--- config.mk ---
export PLATFORM = sky130hd
export DESIGN_NAME = wisd_cell
export DESIGN_NICKNAME = d
export VERILOG_FILES = /design/src/hw/rtl/wisd_pkg.sv /design/src/hw/rtl/wisd_cell.sv
export SDC_FILE = /design/constraint.sdc
export NUM_CORES = 1
export LEC_CHECK = 0
export ABC_AREA = 1
export BUFFER_PORTS_ARGS = -buffer_cell sky130_fd_sc_hd__buf_2
export CAP_MARGIN = 20
export CORE_UTILIZATION = 46
export CTS_BUF_LIST = sky130_fd_sc_hd__clkbuf_4
export CTS_CLUSTER_DIAMETER = 50
export DETAILED_ROUTE_END_ITERATION = 7
export MAX_ROUTING_LAYER = met4
export PLACE_DENSITY = 0.83
export RECOVER_POWER = 50
export SLEW_MARGIN = 20
export SYNTH_ARGS = -nofsm -noshare
export SYNTH_HDL_FRONTEND = slang
export SYNTH_SLANG_ARGS = --single-unit
--- constraint.sdc ---
create_clock -name clock -period 1.8 [get_ports clock]
set_input_delay 0.27 -clock clock [delete_from_list [all_inputs] [get_ports clock]]
set_output_delay 0.27 -clock clock [all_outputs]
set_load 0.02 [all_outputs]
--- src/hw/rtl/wisd_pkg.sv ---
// ----------------------------------------------------------------------------
// wisd_pkg: shared types for the weighted interval scheduling unit
//
// Beat payloads for the request and response channels, plus the query and
// entry records that travel along the cell chain.
// ----------------------------------------------------------------------------
package wisd_pkg;

   localparam int TIME_W  = 16;
   localparam int PAY_W   = 16;
   localparam int TOTAL_W = 24;

   localparam logic [TOTAL_W-1:0] TOTAL_MAX = {TOTAL_W{1'b1}};

   typedef struct packed {
      logic [TIME_W-1:0] start_time;
      logic [TIME_W-1:0] end_time;
      logic [PAY_W-1:0]  pay;
      logic              first_of_set;
   } req_type;

   typedef struct packed {
      logic [TOTAL_W-1:0] best_total;
      logic               dropped;
   } rsp_type;

   // A search walking down the chain: the start time it looks for and the
   // best total of the first (newest) compatible entry found so far.
   typedef struct packed {
      logic               valid;
      logic [TIME_W-1:0]  start_time;
      logic               found;
      logic [TOTAL_W-1:0] best;
   } query_type;

   // One stored task.
   typedef struct packed {
      logic [TIME_W-1:0]  end_time;
      logic [TOTAL_W-1:0] best;
   } entry_type;

endpackage

--- src/hw/rtl/wisd_cell.sv ---
// ----------------------------------------------------------------------------
// wisd_cell: one storage and compare cell of the task chain
//
// Holds one stored task and one stage of the search pipeline. On a shift the
// entry moves one cell further from the head, so cell 0 always holds the
// newest task.
// ----------------------------------------------------------------------------
module wisd_cell #(
   parameter int MAX_TASKS = 256,
   parameter int INDEX     = 0
) (
   input  logic                        clock,
   input  logic                        reset,
   input  logic                        shift_en,
   input  logic [$clog2(MAX_TASKS+1)-1:0] count,
   input  wisd_pkg::query_type         prev_query,
   output wisd_pkg::query_type         next_query,
   input  wisd_pkg::entry_type         prev_entry,
   output wisd_pkg::entry_type         next_entry
);

   localparam int CNT_W = $clog2(MAX_TASKS + 1);

   wisd_pkg::query_type query_ff, query_in;
   wisd_pkg::entry_type entry_ff, entry_in;
   logic                hit;

   // Only cells below the fill count hold live tasks.
   assign hit = prev_query.valid && !prev_query.found &&
                (CNT_W'(INDEX) < count) &&
                (entry_ff.end_time <= prev_query.start_time);

   always_comb begin
      query_in = prev_query;
      if (hit) begin
         query_in.found = 1'b1;
         query_in.best  = entry_ff.best;
      end
      entry_in = shift_en ? prev_entry : entry_ff;
   end

   always_ff @(posedge clock) begin
      entry_ff <= entry_in;
      if (reset) begin
         query_ff <= '0;
      end else begin
         query_ff <= query_in;
      end
   end

   assign next_query = query_ff;
   assign next_entry = entry_ff;

endmodule

==> results of run 1 <==
-- registers in the layout, indices dropped and copies added (netlist names) --
register,cells
next_entry,40
next_query,42
-- metrics by stage --
stage          total power [mW]  std cells
5_1_grt                    4.63        607
6_report                   4.44        607
2_1_floorplan              2.64        315
3_5_place_dp               2.97        559
4_1_cts                    4.31        577
3_3_place_gp               2.95        559
-- layout make-up --
type | instances | area (sq um)
sequential | 82 | 2040
fill | 453 | 1630
timing repair buffer | 213 | 1320
multi-input combinational | 171 | 1060
inverter | 48 | 180
clock inverter | 6 | 105
tap | 77 | 96.3
clock buffer | 10 | 75.1
-- logic make-up (layout without fill, tap and decap cells) --
logic type	after synthesis	in the layout	share of synthesized area
buffers and inverters	62	277	0.0819
AO/OA/AOI/OAI	34	34	0.0547
adder cells (fa/ha/maj)	16	16	0.0630
AND/OR/NAND/NOR	121	121	0.158
flip-flops	82	82	0.643
-- critical path, stage by stage (launching register included) --
cell      delay, ns
edfxtp_1       0.46
ha_4           0.30
nand4_1        0.14
nor3_4         0.19
nand2_1        0.10
nand2_2        0.11
nand2_8        0.09
buf_12         0.16
nand3_1        0.08
nand2_1        0.07
nor2_1         0.12
-- Yosys cell counts, types with 3 or more instances --
cell / number / area share
buf_6: 3 / 0.011
nor2_1: 47 / 0.056
nand2_1: 43 / 0.051
dfxtp_1: 42 / 0.26
edfxtp_1: 40 / 0.38
ha_1: 16 / 0.063
nand3_1: 26 / 0.041
clkbuf_1: 7 / 0.0083
a21oi_1: 31 / 0.049
inv_1: 48 / 0.057
buf_2: 4 / 0.0063
-- power groups by stage --
stage	logic, mW	clock network, mW	registers, mW
after floorplan	0.265	0	2.37
after global placement	0.758	0	2.19
after global routing	1.02	1.43	2.18
after CTS	0.828	1.33	2.16
final	0.951	1.32	2.16
after detailed placement	0.775	0	2.20
-- timing repair --
action                                 CTS  global route
endpoints found under the hold margin    0            28
setup buffers                            1             1
cloned                                   1             1
hold buffers                             0            28
setup endpoints to repair               21            25
pin swaps                                1             0
gates resized for setup                 11            20
-- per-layer routing --
metal  up-vias  part of all wire  GRT usage
li1       1433                 -          -
met1      1327              0.38      0.258
met2       121              0.55      0.393
met3        19             0.044     0.0379
met4         0             0.024      0.108
met5         -                 0          -
-- worst min path at each step --
stage | start | to | slack [ns] | depth (start not counted)
global route | prev_entry[14] | next_entry[14]$_DFFE_PP_ | -0.005 | 1
CTS | prev_entry[29] | next_entry[29]$_DFFE_PP_ | 0.001 | 1
floorplan | prev_entry[0] | next_entry[0]$_DFFE_PP_ | 0.37 | 0
global placement | prev_entry[4] | next_entry[4]$_DFFE_PP_ | 0.45 | 1
finish | prev_entry[38] | next_entry[38]$_DFFE_PP_ | 0.04 | 1
detailed placement | prev_entry[3] | next_entry[3]$_DFFE_PP_ | 0.45 | 1
==> impl_metrics.ini, run 1 <==
[logic_synthesis]
synthesis.area_sq_um = 3180
syn_avg_cell_area_sq_um = 10.1
synthCells = 315
syn-num-nets = 425
yosysWarnings = 0
synth-edff-count = 40
ys_ff_latch = 82
synth_seq_area_share = 0.643
ys.flop_type = dfxtp_1
yosysUniqueCellTypes = 19
async_reset_ff_frac = 0

[place]
pre_cts_ws_ns = -0.00410
dpl_cell_area_sq_um = 4180
io_buffers = 175
post-dp-hpwl_um = 5700
gp_congestion = 0.970

[timing]
drv_slew = 0
max_slew_margin = 0.465
setup_viol = 25
period_minus_slack_ns = 1.88
max_freq_mhz = 532
worstMarginPinSlew_ns = 0.803
hold_slack_ns = 0.0427
rsz0062_at_grt = true
setup_slack_ns = -0.0802
tns_ns = -0.960
finalHoldViolCount = 0
fin_crit_sh = 1.04
finClkSkew_ns = 0.0183

[grt]
grt_max_degree = 50
grt_pass1_wl_um = 12100
grt_pass1_vias = 2606
gr-total-overflow = 0
grt_util_all_layers = 0.228
antenna_found_initial = 0

[setup_path]
endpoint_kind = flip-flop
endpoint = next_query[12]$_SDFF_PP0_
path_max_fanout = 14
worstSetupStartpoint = next_entry[35]$_DFFE_PP_
r2r_cells = 10
crit_required_ns = 2.14
start_kind = flip-flop
rr_startpoint = next_entry[35]$_DFFE_PP_
reg2reg_slack_ns = -0.08
worst_ep_arrival_time_ns = 2.22
r2r-end = next_query[12]$_SDFF_PP0_
path_class = reg -> reg

[pwr]
combPwrFrac = 0.214
p_clk_frac = 0.298
power_frac_seq = 0.487
p_leak_nw = 2.46
p_per_area_nw_per_um2 = 911
vdd_drop_max_v = 0.000614
p_sw_frac = 0.275
intPower_mw = 3.22
p_switching_mw = 1.22

[status]
violations = setup timing
status = finished, violations left

[cts]
cts-htree-levels = 3
clock_latency_ns = 0.41
numCtsBuffers = 9
cts.sinks = 82
path_clk_slew_ns = 0.13
clk_path_buf_depth = 2
cts_root_buffer = clkbuf_4
cts_tree = done

[finish]
finalNetCount = 635
diodes = 0
drive_above_1_share = 0.430
syn_to_final_growth_pct = 53.2
finish.utilization = 0.750
final_cell_mix = 175 x buf_2, 48 x inv_1, 46 x nor2_1
final_common_cell = buf_2
postLayoutCellArea_sq_um = 4870

[detailed_routing]
routedWlPerCell_um = 14.7
totalWireLength_um = 8900
vias = 2900
drc_errors = 0
drt_pass1_iterations = 4
ant_nets = 0
via_per_inst = 4.78
drt_iter0_markers = 148

[flow_run]
maxCapViolCount = 0

[die]
rows = 29
start_util = 0.489
ios = 176
dieArea_sq_um = 7250
core_area_sq_um = 6490
fp.dieW_um = 85.1
dieHeight_um = 85.1

[worst_hold_path]
hold_path.class = in -> reg
Note: power is estimated with default switching activity, not from simulation.
==> run 2, diff against run 1 <==
--- a/config.mk
+++ b/config.mk
@@ -8,13 +8,14 @@
 export ABC_AREA = 1
 export BUFFER_PORTS_ARGS = -buffer_cell sky130_fd_sc_hd__buf_2
 export CAP_MARGIN = 20
-export CORE_UTILIZATION = 46
+export CORE_UTILIZATION = 45
 export CTS_BUF_LIST = sky130_fd_sc_hd__clkbuf_4
 export CTS_CLUSTER_DIAMETER = 50
 export DETAILED_ROUTE_END_ITERATION = 7
 export MAX_ROUTING_LAYER = met4
-export PLACE_DENSITY = 0.83
+export PLACE_DENSITY = 0.81
 export RECOVER_POWER = 50
+export SKIP_CTS_REPAIR_TIMING = 1
 export SLEW_MARGIN = 20
 export SYNTH_ARGS = -nofsm -noshare
 export SYNTH_HDL_FRONTEND = slang
==> constraint.sdc (replaced) <==
create_clock -name clock -period 2.1 [get_ports clock]
set_input_delay 0.315 -clock clock [delete_from_list [all_inputs] [get_ports clock]]
set_output_delay 0.315 -clock clock [all_outputs]
set_load 0.02 [all_outputs]
==> impl_metrics.ini, run 2 (synthesized netlist as in run 1, its figures left out) <==
[timing]
tns_ns = 0
setup_viol = 0
period_minus_slack_ns = 1.90
finalHoldViolCount = 0
max_slew_margin = 0.232
rsz0062_at_grt = false
worstMarginPinSlew_ns = 1.15
drv_slew = 0
max_freq_mhz = 527
fin_crit_sh = 0.903
finClkSkew_ns = 0.0179
setup_slack_ns = 0.204

[status]
status = finished, final reports clean

[die]
ios = 176
fp.dieW_um = 86.0
dieArea_sq_um = 7400
start_util = 0.468
rows = 30
core_area_sq_um = 6790
dieHeight_um = 86.0

[finish]
postLayoutCellArea_sq_um = 4310
finalNetCount = 603
n_fill_cell = 608
final_cell_mix = 169 x buf_2, 48 x inv_1, 47 x nor2_1
largest_reg_flops = 42
drive_above_1_share = 0.386
syn_to_final_growth_pct = 35.5
final_common_cell = buf_2
diodes = 0

[setup_path]
start_kind = flip-flop
worstSetupStartpoint = next_entry[35]$_DFFE_PP_
path_class = reg -> reg
cp_slowest_cell = edfxtp_1
cp_common_cell = nand2_1
worst_ep_arrival_time_ns = 2.20
endpoint_kind = flip-flop
crit_chain = ha_1, a21oi_1, nand2_1, a21oi_1, nand2_1, nand2_2, buf_12, nand3_1, nand2_1, nor2_1
reg2reg_slack_ns = 0.20
crit_required_ns = 2.40
path_max_fanout = 25
crit_path_max_incr_delay_ns = 0.41
rr_startpoint = next_entry[35]$_DFFE_PP_

[grt]
grt_pass1_wl_um = 11300
grt_pass1_vias = 2543
gr-total-overflow = 0
grt_util_all_layers = 0.207
antenna_found_initial = 0
grt_max_degree = 50

[worst_hold_path]
hp-start = prev_entry[8]
hold_path.class = in -> reg

[detailed_routing]
vias = 2675
routedWlPerCell_um = 12.8
drc_errors = 0
drt_iter0_markers = 59
ant_nets = 0
via_per_inst = 4.50
totalWireLength_um = 7600
drt_pass1_iterations = 4

[place]
post-dp-hpwl_um = 5690
gp_congestion = 0.772
dpl_cell_area_sq_um = 4170
pre_cts_ws_ns = 0.139
io_buffers = 175

[cts]
cts_root_buffer = clkbuf_4
cts_tree = done
path_clk_slew_ns = 0.14
numCtsBuffers = 9
cts-htree-levels = 3
cts.sinks = 82
clock_latency_ns = 0.41
clk_path_buf_depth = 2

[pwr]
p_leak_nw = 2.24
p_per_area_nw_per_um2 = 791
vdd_drop_max_v = 0.000572

[flow_run]
maxCapViolCount = 0
-- run 2: changes by cell type in the layout (fill, tap and decap cells not counted), sizes merged --
cell         previous run  this run
bufinv                  3         1
dlygate4sd3            28         0
clkinvlp                1         2
inv                    48        49
clkinv                  2         3
clkbuf                 12        18
buf                   183       172
-- run 2: area by class of cell --
class                      count  area [sq um]  area share
timing repair buffer         181           937       0.218
sequential                    82          2040       0.474
clock inverter                 7          68.8      0.0160
clock buffer                   9          67.6      0.0157
multi-input combinational    171           891       0.207
tap                           96           120      0.0279
inverter                      48           180      0.0418
-- run 2: path summary, 6_finish.rpt --
path | to | cells after the start
setup / recovery | next_query[11]$_SDFF_PP0_ | 10
hold / removal | next_entry[8]$_DFFE_PP_ | 1
setup reg to reg | next_query[11]$_SDFF_PP0_ | 10
hold reg to reg | next_query[7]$_SDFF_PP0_ | 4
-- run 2: metrics by stage --
stage | power, mW | cells | utilization | hold WS (ns)
5_1_grt | 3.56 | 594 | 0.634 | 0.0200
4_1_cts | 3.42 | 593 | 0.634 | 0.0436
6_report | 3.41 | 594 | 0.634 | 0.0607
2_1_floorplan | 2.26 | 315 | - | 0.414
3_5_place_dp | 2.53 | 577 | 0.614 | 0.493
3_3_place_gp | 2.51 | 577 | 0.614 | 0.491
-- run 2: report_power, final --
group	internal [mW]	switching, mW
Combinational	0.247	0.413
Clock	0.360	0.540
Sequential	1.80	0.0446
Total	2.41	0.998
-- run 2: layer usage --
layer  wire length (um)  vias up  track usage
li1                   -     1378            -
met1               3220     1186        0.244
met2               3810       94        0.341
met3                352       17       0.0481
met4                213        0       0.0864
met5                  0        -            -
-- run 2: worst max-delay path, delay by kind of cell (launching register included) --
family / cells / cell delay, ns
adder cells (fa/ha/maj): 1 / 0.33
AND/OR/NAND/NOR: 6 / 0.51
AO/OA/AOI/OAI: 2 / 0.35
flip-flops: 1 / 0.41
buffers and inverters: 1 / 0.18
==> run 3, diff against run 2 <==
--- a/config.mk
+++ b/config.mk
@@ -8,13 +8,13 @@
 export ABC_AREA = 1
 export BUFFER_PORTS_ARGS = -buffer_cell sky130_fd_sc_hd__buf_2
 export CAP_MARGIN = 20
-export CORE_UTILIZATION = 45
+export CORE_UTILIZATION = 46
 export CTS_BUF_LIST = sky130_fd_sc_hd__clkbuf_4
 export CTS_CLUSTER_DIAMETER = 50
 export DETAILED_ROUTE_END_ITERATION = 7
 export MAX_ROUTING_LAYER = met4
-export PLACE_DENSITY = 0.81
-export RECOVER_POWER = 50
+export PLACE_DENSITY = 0.83
+export RECOVER_POWER = 100
 export SKIP_CTS_REPAIR_TIMING = 1
 export SLEW_MARGIN = 20
 export SYNTH_ARGS = -nofsm -noshare
==> impl_metrics.ini, run 3 (synthesized netlist as in run 1, its figures left out) <==
[die]
dieHeight_um = 85.1
dieArea_sq_um = 7250
rows = 29
core_area_sq_um = 6490
ios = 176
fp.dieW_um = 85.1
start_util = 0.489

[timing]
max_slew_margin = 0.296
finalHoldViolCount = 0
rsz0062_at_grt = false
setup_slack_ns = 0.254
setup_viol = 0
tns_ns = 0
max_freq_mhz = 542
period_minus_slack_ns = 1.85
worstMarginPinSlew_ns = 1.06
fin_crit_sh = 0.879
finClkSkew_ns = 0.0156
drv_slew = 0

[grt]
grt_pass1_wl_um = 11600
gr-total-overflow = 0
antenna_found_initial = 0
grt_max_degree = 50
grt_pass1_vias = 2563
grt_util_all_layers = 0.217

[cts]
cts-htree-levels = 3
clock_latency_ns = 0.40
clk_path_buf_depth = 2
cts.sinks = 82
cts_tree = done
path_clk_slew_ns = 0.13
cts_root_buffer = clkbuf_4
numCtsBuffers = 9

[finish]
n_fill_cell = 607
syn_to_final_growth_pct = 31.3
drive_above_1_share = 0.230
register_area_sq_um = 2040
multi_input_area_sq_um = 891
final_cell_mix = 92 x buf_2, 84 x clkbuf_1, 48 x inv_1
final_common_cell = buf_2
diodes = 0
finalNetCount = 601
largest_reg_flops = 42

[place]
gp_congestion = 0.951
pre_cts_ws_ns = 0.241
post-dp-hpwl_um = 5690
io_buffers = 175

[setup_path]
endpoint_kind = flip-flop
r2r-end = next_query[9]$_SDFF_PP0_
r2r_cells = 9
worst_ep_arrival_time_ns = 2.14
reg2reg_slack_ns = 0.25
crit_buf_inv = 1
crit_chain = ha_1, nand2_1, nor3_2, nand3_1, nand2_2, buf_12, nand3_1, nand2_1, nor2_1
rr_startpoint = next_entry[39]$_DFFE_PP_
path_max_fanout = 49
start_kind = flip-flop
cp_top_family = simple AND/OR/NAND/NOR gates
crit_required_ns = 2.39
crit_path_max_incr_delay_ns = 0.43
path_class = reg -> reg
cp_slowest_cell = edfxtp_1

[worst_hold_path]
hp-start = prev_entry[8]
hold_depth = 1
hold_path.class = in -> reg
min_to = next_entry[8]$_DFFE_PP_

[detailed_routing]
drc_errors = 0
via_per_inst = 4.71
ant_nets = 0
drt_pass1_iterations = 4
totalWireLength_um = 7450
routedWlPerCell_um = 13.0
drt_iter0_markers = 94
vias = 2697

[status]
status = finished, final reports clean

[pwr]
p_per_area_nw_per_um2 = 829
p_leak_nw = 2.01
vdd_drop_max_v = 0.000526

[flow_run]
maxCapViolCount = 0
-- run 3: worst max path at each step --
stage | from | end | slack (ns) | cells past startpoint
after CTS | next_entry[39]$_DFFE_PP_ | next_query[7]$_SDFF_PP0_ | 0.25 | 9
after global routing | next_entry[35]$_DFFE_PP_ | next_query[20]$_SDFF_PP0_ | 0.03 | 10
after global placement | prev_query[40] | next_query[3]$_SDFF_PP0_ | 0.28 | 11
after floorplan | next_entry[39]$_DFFE_PP_ | next_query[0]$_SDFF_PP0_ | 0.31 | 10
final | next_entry[39]$_DFFE_PP_ | next_query[9]$_SDFF_PP0_ | 0.25 | 9
after detailed placement | prev_query[40] | next_query[9]$_SDFF_PP0_ | 0.24 | 11
-- run 3: cell type report --
class                           count  area share
Sequential cell                    82       0.489
Multi-Input combinational cell    171       0.213
Timing Repair Buffer              179       0.194
Inverter                           48      0.0432
Tap cell                           77      0.0231
Clock inverter                      6      0.0195
Clock buffer                       10      0.0180
-- run 3: power by group --
group	leakage, nW	internal [mW]	switching [mW]
sequential	0.742	1.80	0.0487
clock	0.0905	0.492	0.509
combinational	1.17	0.203	0.405
-- run 3: through the flow --
stage / instances / hold slack (ns) / cell area [sq um] / total power [mW] / util
final: 573 / 0.0743 / 4170 / 3.46 / 0.643
after CTS: 573 / 0.0511 / 4300 / 3.52 / 0.662
after global routing: 573 / 0.0286 / 4170 / 3.63 / 0.643
after detailed placement: 557 / 0.493 / 4140 / 2.53 / 0.637
after floorplan: 315 / 0.414 / 3180 / 2.26 / -
after global placement: 557 / 0.491 / 4140 / 2.51 / 0.637
-- run 3: layer usage --
layer  global-route usage  vias to the layer above  routed length (um)
met1                0.237                     1201                3010
li1                     -                     1369                   -
met3               0.0340                       20                 361
met5                    -                        -                   0
met4                0.106                        0                 195
met2                0.385                      107                3890
